--- src/design/u8dec_pkg.sv ---
`default_nettype none

package u8dec_pkg;

  localparam int unsigned GroupBytes = 4;
  localparam int unsigned CountWidth = 3;
  localparam int unsigned CodeWidth  = 21;

  typedef enum logic [0:0] {
    REG_DROP_BOM = 1'b0
  } reg_index_t;

  localparam logic [7:0] BomByte0 = 8'hEF;
  localparam logic [7:0] BomByte1 = 8'hBB;
  localparam logic [7:0] BomByte2 = 8'hBF;

  localparam logic [7:0] MaskOne   = 8'h7F;
  localparam logic [7:0] MaskTwo   = 8'h1F;
  localparam logic [7:0] MaskThree = 8'h0F;
  localparam logic [7:0] MaskFour  = 8'h07;
  localparam logic [7:0] MaskCont  = 8'h3F;

  localparam logic [CountWidth-1:0] CountOne   = 3'd1;
  localparam logic [CountWidth-1:0] CountTwo   = 3'd2;
  localparam logic [CountWidth-1:0] CountThree = 3'd3;
  localparam logic [CountWidth-1:0] CountFour  = 3'd4;

  // one pending byte group, byte 0 is the lead
  typedef struct packed {
    logic [GroupBytes-1:0][7:0] bytes;
    logic [CountWidth-1:0]      count;
  } group_t;

  // all results caused by one input byte
  typedef struct packed {
    group_t first;
    group_t second;
    logic   pair;
  } job_t;

  function automatic logic is_bom(input group_t g);
    return (g.count == CountThree) && (g.bytes[0] == BomByte0) &&
           (g.bytes[1] == BomByte1) && (g.bytes[2] == BomByte2);
  endfunction

  function automatic logic [CodeWidth-1:0] decode_group(input group_t g);
    logic [CodeWidth-1:0] v;
    v = '0;
    unique case (g.count)
      CountOne:   v = {14'd0, g.bytes[0][6:0] & MaskOne[6:0]};
      CountTwo:   v = {10'd0, g.bytes[0][4:0] & MaskTwo[4:0],
                       g.bytes[1][5:0] & MaskCont[5:0]};
      CountThree: v = {5'd0, g.bytes[0][3:0] & MaskThree[3:0],
                       g.bytes[1][5:0] & MaskCont[5:0],
                       g.bytes[2][5:0] & MaskCont[5:0]};
      CountFour:  v = {g.bytes[0][2:0] & MaskFour[2:0],
                       g.bytes[1][5:0] & MaskCont[5:0],
                       g.bytes[2][5:0] & MaskCont[5:0],
                       g.bytes[3][5:0] & MaskCont[5:0]};
      default:    v = '0;
    endcase
    return v;
  endfunction

endpackage

`default_nettype wire

--- src/design/u8dec_front.sv ---
`default_nettype none

module u8dec_front
  import u8dec_pkg::*;
(
  input  wire logic       clk,
  input  wire logic       rst,
  input  wire logic       accept,
  input  wire logic [7:0] data_byte,
  input  wire logic       end_of_string,
  input  wire logic       drop_bom,
  output logic            push,
  output job_t            job
);

  logic [GroupBytes-1:0][7:0] pending;
  logic [GroupBytes-1:0][7:0] pending_next;
  logic [CountWidth-1:0]      count;
  logic [CountWidth-1:0]      count_next;
  logic                       aborted;
  logic                       aborted_next;

  always_comb begin
    logic                       starts;
    logic                       emit0;
    logic                       emit1;
    group_t                     g0;
    group_t                     g1;
    logic [GroupBytes-1:0][7:0] bytes1;
    logic [CountWidth-1:0]      cnt1;

    g0.bytes     = pending;
    g0.count     = count;
    starts       = (data_byte[7] == 1'b0) || (data_byte[7:6] == 2'b11);
    emit0        = 1'b0;
    emit1        = 1'b0;
    bytes1       = pending;
    cnt1         = count;
    pending_next = pending;
    count_next   = count;
    aborted_next = aborted;

    if (aborted) begin
      if (end_of_string) aborted_next = 1'b0;
    end else begin
      if (starts && (count != '0)) begin
        emit0 = !(drop_bom && is_bom(g0));
        cnt1  = '0;
      end
      if (cnt1 >= CountFour) begin
        // overlong group, discard up to the end mark
        count_next = '0;
        if (!end_of_string) aborted_next = 1'b1;
      end else begin
        bytes1[cnt1[1:0]] = data_byte;
        pending_next      = bytes1;
        if (end_of_string) begin
          count_next = '0;
        end else begin
          count_next = cnt1 + CountOne;
        end
      end
    end

    g1.bytes = bytes1;
    g1.count = cnt1 + CountOne;
    if (!aborted && (cnt1 < CountFour) && end_of_string) begin
      emit1 = !(drop_bom && is_bom(g1));
    end

    // first slot always holds the earliest emitted group
    job.first  = emit0 ? g0 : g1;
    job.second = g1;
    job.pair   = emit0 && emit1;
    push       = accept && (emit0 || emit1);
  end

  always_ff @(posedge clk) begin
    if (rst) begin
      count   <= '0;
      aborted <= 1'b0;
    end else if (accept) begin
      count   <= count_next;
      aborted <= aborted_next;
    end
  end

  always_ff @(posedge clk) begin
    if (accept) pending <= pending_next;
  end

endmodule

`default_nettype wire

--- src/design/u8dec_queue.sv ---
`default_nettype none

module u8dec_queue
  import u8dec_pkg::*;
#(
  parameter int unsigned DEPTH = 4
) (
  input  wire logic clk,
  input  wire logic rst,
  input  wire logic push,
  input  wire job_t push_job,
  input  wire logic pop,
  output job_t      head_job,
  output logic      empty,
  output logic      full
);

  localparam int unsigned IdxW = (DEPTH > 1) ? $clog2(DEPTH) : 1;
  localparam int unsigned CntW = $clog2(DEPTH + 1);
  localparam logic [IdxW-1:0] LastIdx = IdxW'(DEPTH - 1);
  localparam logic [CntW-1:0] DepthC  = CntW'(DEPTH);

  job_t            entries [DEPTH];
  logic [IdxW-1:0] wr_ptr;
  logic [IdxW-1:0] rd_ptr;
  logic [CntW-1:0] fill;

  assign empty    = (fill == '0);
  assign full     = (fill == DepthC);
  assign head_job = entries[rd_ptr];

  always_ff @(posedge clk) begin
    if (rst) begin
      wr_ptr <= '0;
      rd_ptr <= '0;
      fill   <= '0;
    end else begin
      if (push) wr_ptr <= (wr_ptr == LastIdx) ? '0 : wr_ptr + 1'b1;
      if (pop) rd_ptr <= (rd_ptr == LastIdx) ? '0 : rd_ptr + 1'b1;
      if (push && !pop) begin
        fill <= fill + 1'b1;
      end else if (pop && !push) begin
        fill <= fill - 1'b1;
      end
    end
  end

  always_ff @(posedge clk) begin
    if (push) entries[wr_ptr] <= push_job;
  end

endmodule

`default_nettype wire

--- src/design/u8dec_back.sv ---
`default_nettype none

module u8dec_back
  import u8dec_pkg::*;
(
  input  wire logic                 clk,
  input  wire logic                 rst,
  input  wire logic                 head_valid,
  input  wire job_t                 head_job,
  output logic                      pop,
  input  wire logic                 out_ready,
  output logic                      out_valid,
  output logic [CodeWidth-1:0]      codepoint,
  output logic                      last_of_run
);

  logic   second_sel;
  logic   load;
  logic   is_last;
  group_t cur;

  assign load    = head_valid && (!out_valid || out_ready);
  assign cur     = second_sel ? head_job.second : head_job.first;
  assign is_last = !head_job.pair || second_sel;
  assign pop     = load && is_last;

  always_ff @(posedge clk) begin
    if (rst) begin
      out_valid  <= 1'b0;
      second_sel <= 1'b0;
    end else begin
      if (load) begin
        out_valid  <= 1'b1;
        second_sel <= !is_last;
      end else if (out_ready) begin
        out_valid <= 1'b0;
      end
    end
  end

  always_ff @(posedge clk) begin
    if (load) begin
      codepoint   <= decode_group(cur);
      last_of_run <= is_last;
    end
  end

endmodule

`default_nettype wire

--- src/design/utf8_byte_stream_decoder_core.sv ---
// channel   | dir | handshake               | payload
// s_*       | in  | s_tvalid / s_tready     | s_tdata = data_byte, s_tlast = end_of_string
// m_*       | out | m_tvalid / m_tready     | m_tdata = codepoint, m_tlast = last_of_run
// apb       | in  | psel & penable & pwrite | reg 0 at 0x0: drop_byte_order_mark
//
// one byte per cycle in unless the queue is full; the front tracks the pending group
// a byte that flushes two groups yields two codepoints from the back end,
// the job queue (QUEUE_DEPTH entries) soaks that up between the two sides
// a finished group goes through the job queue and then the output register
// rst is synchronous: empties queue and group, drop_byte_order_mark back to 1
// s_tready drops only while the job queue is full
`default_nettype none

module utf8_byte_stream_decoder_core
  import u8dec_pkg::*;
#(
  parameter int unsigned QUEUE_DEPTH = 4
) (
  input  wire logic        clk,
  input  wire logic        rst,
  input  wire logic        s_tvalid,
  output logic             s_tready,
  input  wire logic [7:0]  s_tdata,   // [7:0] data_byte
  input  wire logic        s_tlast,
  output logic             m_tvalid,
  input  wire logic        m_tready,
  output logic [23:0]      m_tdata,   // [20:0] codepoint, [23:21] zero
  output logic             m_tlast,
  input  wire logic        psel,
  input  wire logic        penable,
  input  wire logic        pwrite,
  input  wire logic [2:0]  paddr,
  input  wire logic [31:0] pwdata,
  output logic [31:0]      prdata,
  output logic             pready
);

  logic                 drop_bom;
  logic                 in_accept;
  logic                 push;
  job_t                 push_job;
  job_t                 head_job;
  logic                 q_empty;
  logic                 q_full;
  logic                 pop;
  logic [CodeWidth-1:0] codepoint;

  // config register, addressed by word index
  assign pready = 1'b1;

  always_ff @(posedge clk) begin
    if (rst) begin
      drop_bom <= 1'b1;
    end else if (psel && penable && pwrite && pready &&
                 (reg_index_t'(paddr[2]) == REG_DROP_BOM)) begin
      drop_bom <= pwdata[0];
    end
  end

  assign prdata = (reg_index_t'(paddr[2]) == REG_DROP_BOM) ? {31'd0, drop_bom} : '0;

  // front end: takes a byte whenever the queue has room
  assign s_tready  = !q_full;
  assign in_accept = s_tvalid && s_tready;

  u8dec_front u_front (
    .clk           (clk),
    .rst           (rst),
    .accept        (in_accept),
    .data_byte     (s_tdata),
    .end_of_string (s_tlast),
    .drop_bom      (drop_bom),
    .push          (push),
    .job           (push_job)
  );

  // job queue between the two sides
  u8dec_queue #(
    .DEPTH (QUEUE_DEPTH)
  ) u_queue (
    .clk      (clk),
    .rst      (rst),
    .push     (push),
    .push_job (push_job),
    .pop      (pop),
    .head_job (head_job),
    .empty    (q_empty),
    .full     (q_full)
  );

  // back end: decodes one group per cycle into the output register when not stalled
  u8dec_back u_back (
    .clk         (clk),
    .rst         (rst),
    .head_valid  (!q_empty),
    .head_job    (head_job),
    .pop         (pop),
    .out_ready   (m_tready),
    .out_valid   (m_tvalid),
    .codepoint   (codepoint),
    .last_of_run (m_tlast)
  );

  assign m_tdata = {3'd0, codepoint};

endmodule

`default_nettype wire

--- config.mk ---
export PLATFORM = sky130hd
export DESIGN_NAME = utf8_byte_stream_decoder_core
export DESIGN_NICKNAME = d
export VERILOG_FILES = /design/src/design/u8dec_pkg.sv /design/src/design/u8dec_front.sv /design/src/design/u8dec_queue.sv /design/src/design/u8dec_back.sv /design/src/design/utf8_byte_stream_decoder_core.sv
export SDC_FILE = /design/constraint.sdc
export NUM_CORES = 1
export LEC_CHECK = 0
export BUFFER_PORTS_ARGS = -buffer_cell sky130_fd_sc_hd__buf_2
export CAP_MARGIN = 20
export CORE_UTILIZATION = 30
export DETAILED_ROUTE_END_ITERATION = 16
export GPL_TIMING_DRIVEN = 1
export PLACE_DENSITY = 0.55
export SLEW_MARGIN = 30
export SYNTH_ARGS = -nofsm -noshare
export SYNTH_HDL_FRONTEND = slang
export SYNTH_SLANG_ARGS = --single-unit
--- constraint.sdc ---
create_clock -name clk -period 8.9 [get_ports clk]
set_input_delay 0.89 -clock clk [delete_from_list [all_inputs] [get_ports clk]]
set_output_delay 0.89 -clock clk [all_outputs]
set_load 0.02 [all_outputs]
==> results of run 1 <==
## flip-flops by register name, indices dropped and copies added (netlist names), named ones only
signal / flops
u_front.pending: 30
u_queue.entries: 228
u_queue.fill: 3
u_back.second_sel: 1
u_back.out_valid: 1
drop_bom: 1
u_back.codepoint: 21
u_back.last_of_run: 1
u_front.count: 3
u_queue.rd_ptr: 2
u_front.aborted: 1
u_queue.wr_ptr: 2
## layer usage
metal  track usage (%)  vias to the layer above  wire [um]
met5                 0                        -          0
met4             2.599                        0        423
met3             2.168                       36       1210
met2             19.94                      177      12270
met1             17.55                     3335      12690
li1                  -                     2854          -
## critical path: cells and delay by family
| kind | cells | cell delay [ps] |
|---|---|---|
| adders and majority gates | 3 | 930 |
| xor gates and xnor gates | 1 | 170 |
| buffers and inverters | 2 | 200 |
| and+or+nand+nor | 5 | 1200 |
| AOI/OAI and AO/OA | 4 | 1210 |
## final cells by class
type	count	area, um^2	share of cell area (%)
clock inverters	21	178.9	1.249
clock buffers	35	790.8	5.522
repair buffers	52	325.3	2.272
multi-input cells	362	3577	24.98
well taps	532	665.6	4.648
inverters	13	48.80	0.3407
flip-flops and latches	296	8735	60.99
## power breakdown
| part | total (mW) | internal, mW | switching, mW |
|---|---|---|---|
| combinational | 1.12 | 0.449 | 0.669 |
| sequential | 1.85 | 1.76 | 0.0844 |
| clock | 1.24 | 0.719 | 0.517 |
| total | 4.20 | 2.93 | 1.27 |
## metrics by stage
step	hold slack [ps]	setup WS (ps)	util [%]	total power, mW
floorplan	467.2	4494	-	2.661
detailed placement	505.4	4237	32.27	2.992
CTS	514.9	4808	34.63	4.233
finish	511.7	4768	34.76	4.203
global route	539.1	4451	34.76	4.393
global placement	489.1	4286	32.25	2.977
## worst paths after layout
check | end | slack [ps] | from
max | u_queue.fill[2] | 4770 | s_tdata[7]
min | u_queue.fill[2] | 510 | u_queue.fill[2]
max reg2reg | u_queue.fill[2] | 5090 | u_front.aborted
min reg2reg | u_queue.fill[2] | 510 | u_queue.fill[2]
## cell usage after synthesis (8+ instances only)
master,count,area (um^2)
buf_4,37,277.8
mux2i_1,31,310.3
dfxtp_1,16,320.3
clkbuf_1,12,45.04
nand2b_1,9,56.30
ha_1,8,100.1
inv_1,13,48.80
o22ai_1,15,93.84
nand2_1,23,86.33
mux2_2,50,563.0
edfxtp_1,280,8408
a21oi_1,10,50.05
nor2_1,26,97.59
o21ai_0,8,40.04
buf_2,12,60.06
mux4_2,57,1284
## logic make-up (layout without fill, tap and decap cells)
kind of cell	Yosys count	after routing	synth area share, %
compound gates	64	64	3.547
other cells	2	35	0.05948
flops	296	296	69.12
xor+xnor	3	3	0.2081
buf+inv	81	121	3.746
simple gates	109	109	4.727
mux	142	142	17.64
fa+ha+maj	9	9	0.9513
==> results.md, run 1 <==
* Status: finished, final reports clean
* Latest clock arrival within the worst-skew pair at 550 ps
* Clk_skew at 11.28 ps
* Synth Register Bits at 296
* Initial Utilization at 30.65%
* Commonest non-fill, non-tap cell in the layout: edfxtp_1
* Routed wire length at 26590 um
* Largest net degree at the start of global routing at 58
* CTS Buf Count at 30
* Syn Inst Count at 706
* CP max FO at 10
* Max-capacitance violation count at 0
* Placed Area at 0.01330 mm^2
* Core Region at 0.04120 mm^2
* Gr ovfl total at 0
* Die height at 207.2 um
* Routed Antenna Nets at 0
* Fin crit period at 4132 ps
* Layout area overhead at 13.42%
* Final Cycle Share at 46.43%
* Syn_area_per_cell at 17.89 um^2
* DPL Wire Length at 15190 um
* CTS Sinks at 296
* Diode count at 0
* Crit Path Category: in2reg
* Slowest stage delay, CP at 640 ps
* Worst EP required at 9380 ps
* Cell depth of the worst flop-to-flop path at 11
* Post-CTS Resized at 0
* Hold Path Stages at 2
* Vias in the first global route at 6631
* Slew Viols, Final at 0
* Hold Path Class: reg2reg
* Slew @ Worst Pin at 962.7 ps
* Setup bufs post-CTS at 0
* Global-route usage over all layers at 12.39%
* Vias at 6402
* Post-Layout Inst Area at 0.01432 mm^2
* Fill count at 3890
* RSZ-0062 raised after global routing: false
* Synth unique cells at 64
* Routed WL per cell at 20.28 um
* Final nets at 815
* Relative slew slack at 35.82%
* H-tree lvl count at 1
* Critical Path AT at 4610 ps
* Post-synth EDFFs at 280
* Count of final setup violators at 0
* First-pass GRT wire length at 40590 um
* CP max stage cell: nor2b_1
* CP Capture Type: flip-flop
* Root buffer cell: clkbuf_16
* LEAKAGE at 4.627 nW
* Post-cts hold buffer count at 0
* Via-to-Cell Ratio at 4.883
* Cell row count at 74
* Die X at 207.2 um
* Commonest cells after routing, fill and taps aside: 280 x edfxtp_1, 57 x mux4_2, 50 x mux2_2
* YS warnings at 0
* CP Cell Sequence: buf_2 > nor2b_1 > o21ai_0 > ha_1 > nand2_1 > nor4_1 > o2bb2ai_1 > nor2_1 > a31oi_2 > ha_1 > inv_1 > fa_1 > xor2_1 > or3_1 > a21oi_1
* Finished Layout Cells at 1311
* Setup TNS at 0 ps
* Pre-antenna DRT Iters at 5
* Synthesized area at 0.01263 mm^2
* Initial antenna violation count at 0
* Seq/Total Area, Yosys at 69.12%
* Reg clk slew, reported paths at 60 ps
* Peak supply drop at 0.1730 mV
* Startpoint types: primary input
* Primary FF master, synth: edfxtp_1
* Hold Vio Cnt, Final at 0
* F_max at 242.0 MHz
* Io pins at 111
* Layout cells sized above 1 at 29.14%
* Cell mode on critical path: ha_1
* Iteration-0 DRC Markers at 499
* CTS tree: built
* Async set-or-reset flop fraction in the synthesized netlist at 0%
* # port buffers at 42
* CTS max path bufs at 3
* Die area at 0.04292 mm^2
* Routability cong. at 0.7670
* Placed cell count at 1253
* # DRC at 0
* Power Density at 293.5 mW/mm^2
Power figures use the tool's default switching activity.
==> run 2, diff against run 1 <==
--- a/config.mk
+++ b/config.mk
@@ -5,6 +5,7 @@
 export SDC_FILE = /design/constraint.sdc
 export NUM_CORES = 1
 export LEC_CHECK = 0
+export ABC_AREA = 1
 export BUFFER_PORTS_ARGS = -buffer_cell sky130_fd_sc_hd__buf_2
 export CAP_MARGIN = 20
 export CORE_UTILIZATION = 30
==> constraint.sdc (replaced) <==
create_clock -name clk -period 4 [get_ports clk]
set_input_delay 0.4 -clock clk [delete_from_list [all_inputs] [get_ports clk]]
set_output_delay 0.4 -clock clk [all_outputs]
set_load 0.02 [all_outputs]
==> run 2 against run 1 <==
Compared with the run above:
- sequential cell count is the same
- combinational power rose to 3.0 times the previous value
- wire length rose by 15%
- worst setup slack got worse by 4100 ps
- final area grew 1.1%
- critical endpoint unchanged
- largest cell class unchanged
- largest power group unchanged
==> results.md, run 2 <==
* Status: finished, final reports clean (unchanged)
* Global-route usage over all layers at 14.06% (was 12.39%)
* Fin crit period at 3303 ps
* # port buffers at 42 (unchanged)
* Hold Path Class: in2reg (was reg2reg)
* Final WS setup at 697.1 ps (was 4768 ps)
* Syn_area_per_cell at 11.51 um^2 (was 17.89 um^2)
* Die X at 208.1 um (was 207.2 um)
* Iteration-0 DRC Markers at 665 (was 499)
* Largest net degree at the start of global routing at 61 (was 58)
* Routability cong. at 0.8038 (was 0.7670)
* Latest clock arrival within the worst-skew pair at 560 ps (was 550 ps)
* Seq/Total Area, Yosys at 68.50% (was 69.12%)
* H-tree lvl count at 1 (unchanged)
* Final nets at 1212 (was 815)
* Initial Utilization at 30.38% (was 30.65%)
* Met3 Resource Use GR at 2.642% (was 2.168%)
* Cell depth of the worst flop-to-flop path at 20 (was 11)
* Peak supply drop at 0.4164 mV (was 0.1730 mV)
* Syn Inst Count at 1107 (was 706)
* Routed WL per cell at 17.80 um (was 20.28 um)
* Commonest cells after routing, fill and taps aside: 284 x nand2_1, 280 x edfxtp_1, 85 x inv_1 (was 280 x edfxtp_1, 57 x mux4_2, 50 x mux2_2)
* Synthesized area at 0.01274 mm^2 (was 0.01263 mm^2)
* Relative slew slack at 43.81% (was 35.82%)
* Io pins at 111 (unchanged)
* Cell mode on critical path: nor2_1 (was ha_1)
* Most frequent cell after synthesis: nand2_1 (was edfxtp_1)
* Routing usage on met1 at 20.86% (was 17.55%)
* Synth Register Bits at 296 (unchanged)
* Worst reg2reg path startpoint: u_front.count[2] (was u_front.aborted)
* Final core occ at 34.52% (was 34.76%)
* Post-synth top cells: 284 x nand2_1, 280 x edfxtp_1, 86 x inv_1, 68 x a21oi_1, 66 x nor2_1 (was 280 x edfxtp_1, 57 x mux4_2, 50 x mux2_2, 37 x buf_4, 31 x mux2i_1)
* Primary FF master, synth: edfxtp_1 (unchanged)
* Pre-antenna DRT Iters at 5 (unchanged)
* Root buffer cell: clkbuf_16 (unchanged)
* # DRC at 0 (unchanged)
* Post-CTS Resized at 0 (unchanged)
* CP max stage cell: o21ai_0 (was nor2b_1)
* Slowest stage delay, CP at 590 ps (was 640 ps)
* Reg clk slew, reported paths at 70 ps (was 60 ps)
* Largest register FFs at 228 (unchanged)
* CP Capture Type: flip-flop (unchanged)
* Count of final setup violators at 0 (unchanged)
* Cell row count at 75 (was 74)
* Max-capacitance violation count at 0 (unchanged)
* Via-to-Cell Ratio at 4.786 (was 4.883)
* CTS Sinks at 296 (unchanged)
* CTS Buf Count at 30 (unchanged)
* F_max at 302.8 MHz
* CTS max path bufs at 3 (unchanged)
* First-pass GRT wire length at 46890 um (was 40590 um)
* Layout cells sized above 1 at 11.57% (was 29.14%)
* Die area at 0.04330 mm^2 (was 0.04292 mm^2)
* Crit Path Category: reg2reg (was in2reg)
* Gr ovfl total at 0 (unchanged)
* CP max FO at 13 (was 10)
* Die height at 208.1 um (was 207.2 um)
* Area fraction of the dominant cell type after synthesis at 65.99% (was 66.59%)
* Setup bufs post-CTS at 0 (unchanged)
* Most Crowded Layer GR: met2 (unchanged)
* Final Cycle Share at 82.57%
* YS warnings at 0 (unchanged)
* RSZ-0062 raised after global routing: false (unchanged)
* CP Cell Sequence: inv_2 > nand3_2 > nand2_4 > o21ai_0 > nor2_1 > nand2_1 > nor2_1 > nand3_1 > nand2_2 > nand2_4 > nand2_2 > inv_1 > ha_1 > inv_1 > fa_1 > nor2_1 > nor2_1 > nand2_1 > o21ai_0 > a21oi_1 (was buf_2 > nor2b_1 > o21ai_0 > ha_1 > nand2_1 > nor4_1 > o2bb2ai_1 > nor2_1 > a31oi_2 > ha_1 > inv_1 > fa_1 > xor2_1 > or3_1 > a21oi_1)
* Routed Antenna Nets at 0 (unchanged)
* Slew @ Worst Pin at 834.0 ps (was 962.7 ps)
* Met2 Usage GRT at 21.05% (was 19.94%)
* Core Region at 0.04195 mm^2 (was 0.04120 mm^2)
* Initial antenna violation count at 0 (unchanged)
* Worst R2R Setup Slack at 700 ps (was 5090 ps)
* Startpoint types: flip-flop (was primary input)
* Power Density at 711.3 mW/mm^2 (was 293.5 mW/mm^2)
* Slew Viols, Final at 0 (unchanged)
* Clk_skew at 18.52 ps (was 11.28 ps)
* Crit path launch: u_front.count[2] (was s_tdata[7])
* Vias at 8203 (was 6402)
* LEAKAGE at 5.486 nW (was 4.627 nW)
* Place WS at 549.1 ps (was 4237 ps)
* Routed wire length at 30510 um (was 26590 um)
* Post-synth EDFFs at 280 (unchanged)
* Commonest non-fill, non-tap cell in the layout: nand2_1 (was edfxtp_1)
* Biggest register: u_queue.entries (unchanged)
* Reg2reg end: u_queue.fill[2] (unchanged)
* DPL Wire Length at 18420 um (was 15190 um)
* Layout area overhead at 13.63% (was 13.42%)
* Vias in the first global route at 7809 (was 6631)
* Largest area contributor in the netlist: edfxtp_1 (unchanged)
* Hold Vio Cnt, Final at 0 (unchanged)
* Async set-or-reset flop fraction in the synthesized netlist at 0% (unchanged)
* Synth area leaders: edfxtp_1 66%, nand2_1 8.4%, a21oi_1 2.7% (was edfxtp_1 67%, mux4_2 10%, mux2_2 4.5%)
* Synth unique cells at 42 (was 64)
* Hold Worst Slack at 55.90 ps (was 511.7 ps)
* Critical Path AT at 3800 ps (was 4610 ps)
* CTS tree: built (unchanged)
* Top Registers: u_queue.entries: 228 flops, u_front.pending: 30 flops, u_back.codepoint: 21 flops (unchanged)
* Worst setup endpoint: u_queue.fill[2] (unchanged)
* Diode count at 0 (unchanged)
* Post-cts hold buffer count at 0 (unchanged)
* Worst EP required at 4500 ps (was 9380 ps)
-- run 2: cell types whose count changed after synthesis, sizes merged, moves of 8 or more --
cell / before / now
a21oi: 12 / 68
a32o: 0 / 31
and2: 8 / 0
buf: 56 / 70
inv: 13 / 95
mux2: 51 / 0
mux2i: 34 / 1
mux4: 57 / 0
nand2: 23 / 295
nand2b: 9 / 0
nand3: 2 / 43
nor2: 26 / 70
o211ai: 0 / 8
o21ai: 14 / 52
-- run 2: kinds of logic (layout without fill, tap and decap cells) --
| logic type | Yosys count | count (layout) | share of synthesized area [%] |
|---|---|---|---|
| AOI/OAI and AO/OA | 199 | 199 | 10.05 |
| and+or+nand+nor | 422 | 422 | 13.73 |
| DFF | 296 | 296 | 68.50 |
| muxes | 1 | 1 | 0.07856 |
| adders and majority gates | 9 | 9 | 0.9427 |
| buffers and inverters | 178 | 213 | 6.648 |
| other | 2 | 35 | 0.05894 |
-- run 2: worst min path at each step --
stage	from	end	slack, ps	cells past startpoint
final	pwdata[0]	drop_bom	60	3
after global routing	s_tlast	u_front.aborted	80	2
after CTS	pwdata[0]	drop_bom	50	3
after floorplan	u_queue.fill[2]	u_queue.fill[2]	460	2
after detailed placement	u_front.count[1]	u_front.count[1]	500	2
after global placement	u_queue.rd_ptr[1]	u_queue.rd_ptr[1]	500	2
-- run 2: area by class of cell --
class	instances	area (um^2)
fillers	4109	27470
repair buffers	61	415.4
clock buffers	39	805.8
flip-flops and latches	296	8732
multi-input cells	666	3336
well taps	539	674.4
inverters	97	365.4
clock inverters	16	150.1
-- run 2: metrics by stage --
stage               area (um^2)  power, mW  cells  setup TNS (ps)
floorplan                 12870      6.459   1140         -132830
global placement          13520      7.570   1659               0
detailed placement        13520      7.604   1659               0
CTS                       14480      10.35   1714               0
global route              14480      10.86   1714               0
finish                    14480      10.30   1714               0
-- run 2: power breakdown --
group	internal [mW]	total [mW]	switching, mW
Combinational	0.972	3.41	2.44
Sequential	4.00	4.14	0.140
Clock	1.60	2.75	1.15
-- run 2: worst max-delay path: cells and delay by family (launching register included) --
kind	cells	cell delay, ps
AND/OR/NAND/NOR	12	1170
flip-flops	1	480
adder cells (fa/ha/maj)	2	540
buffers and inverters	3	260
AO/OA/AOI/OAI	3	790
-- run 2: routing by layer --
metal  up-vias  wire [um]
met5         -          0
met4         0        673
met3        44       1922
met2       264      13230
met1      3961      14690
li1       3934          -
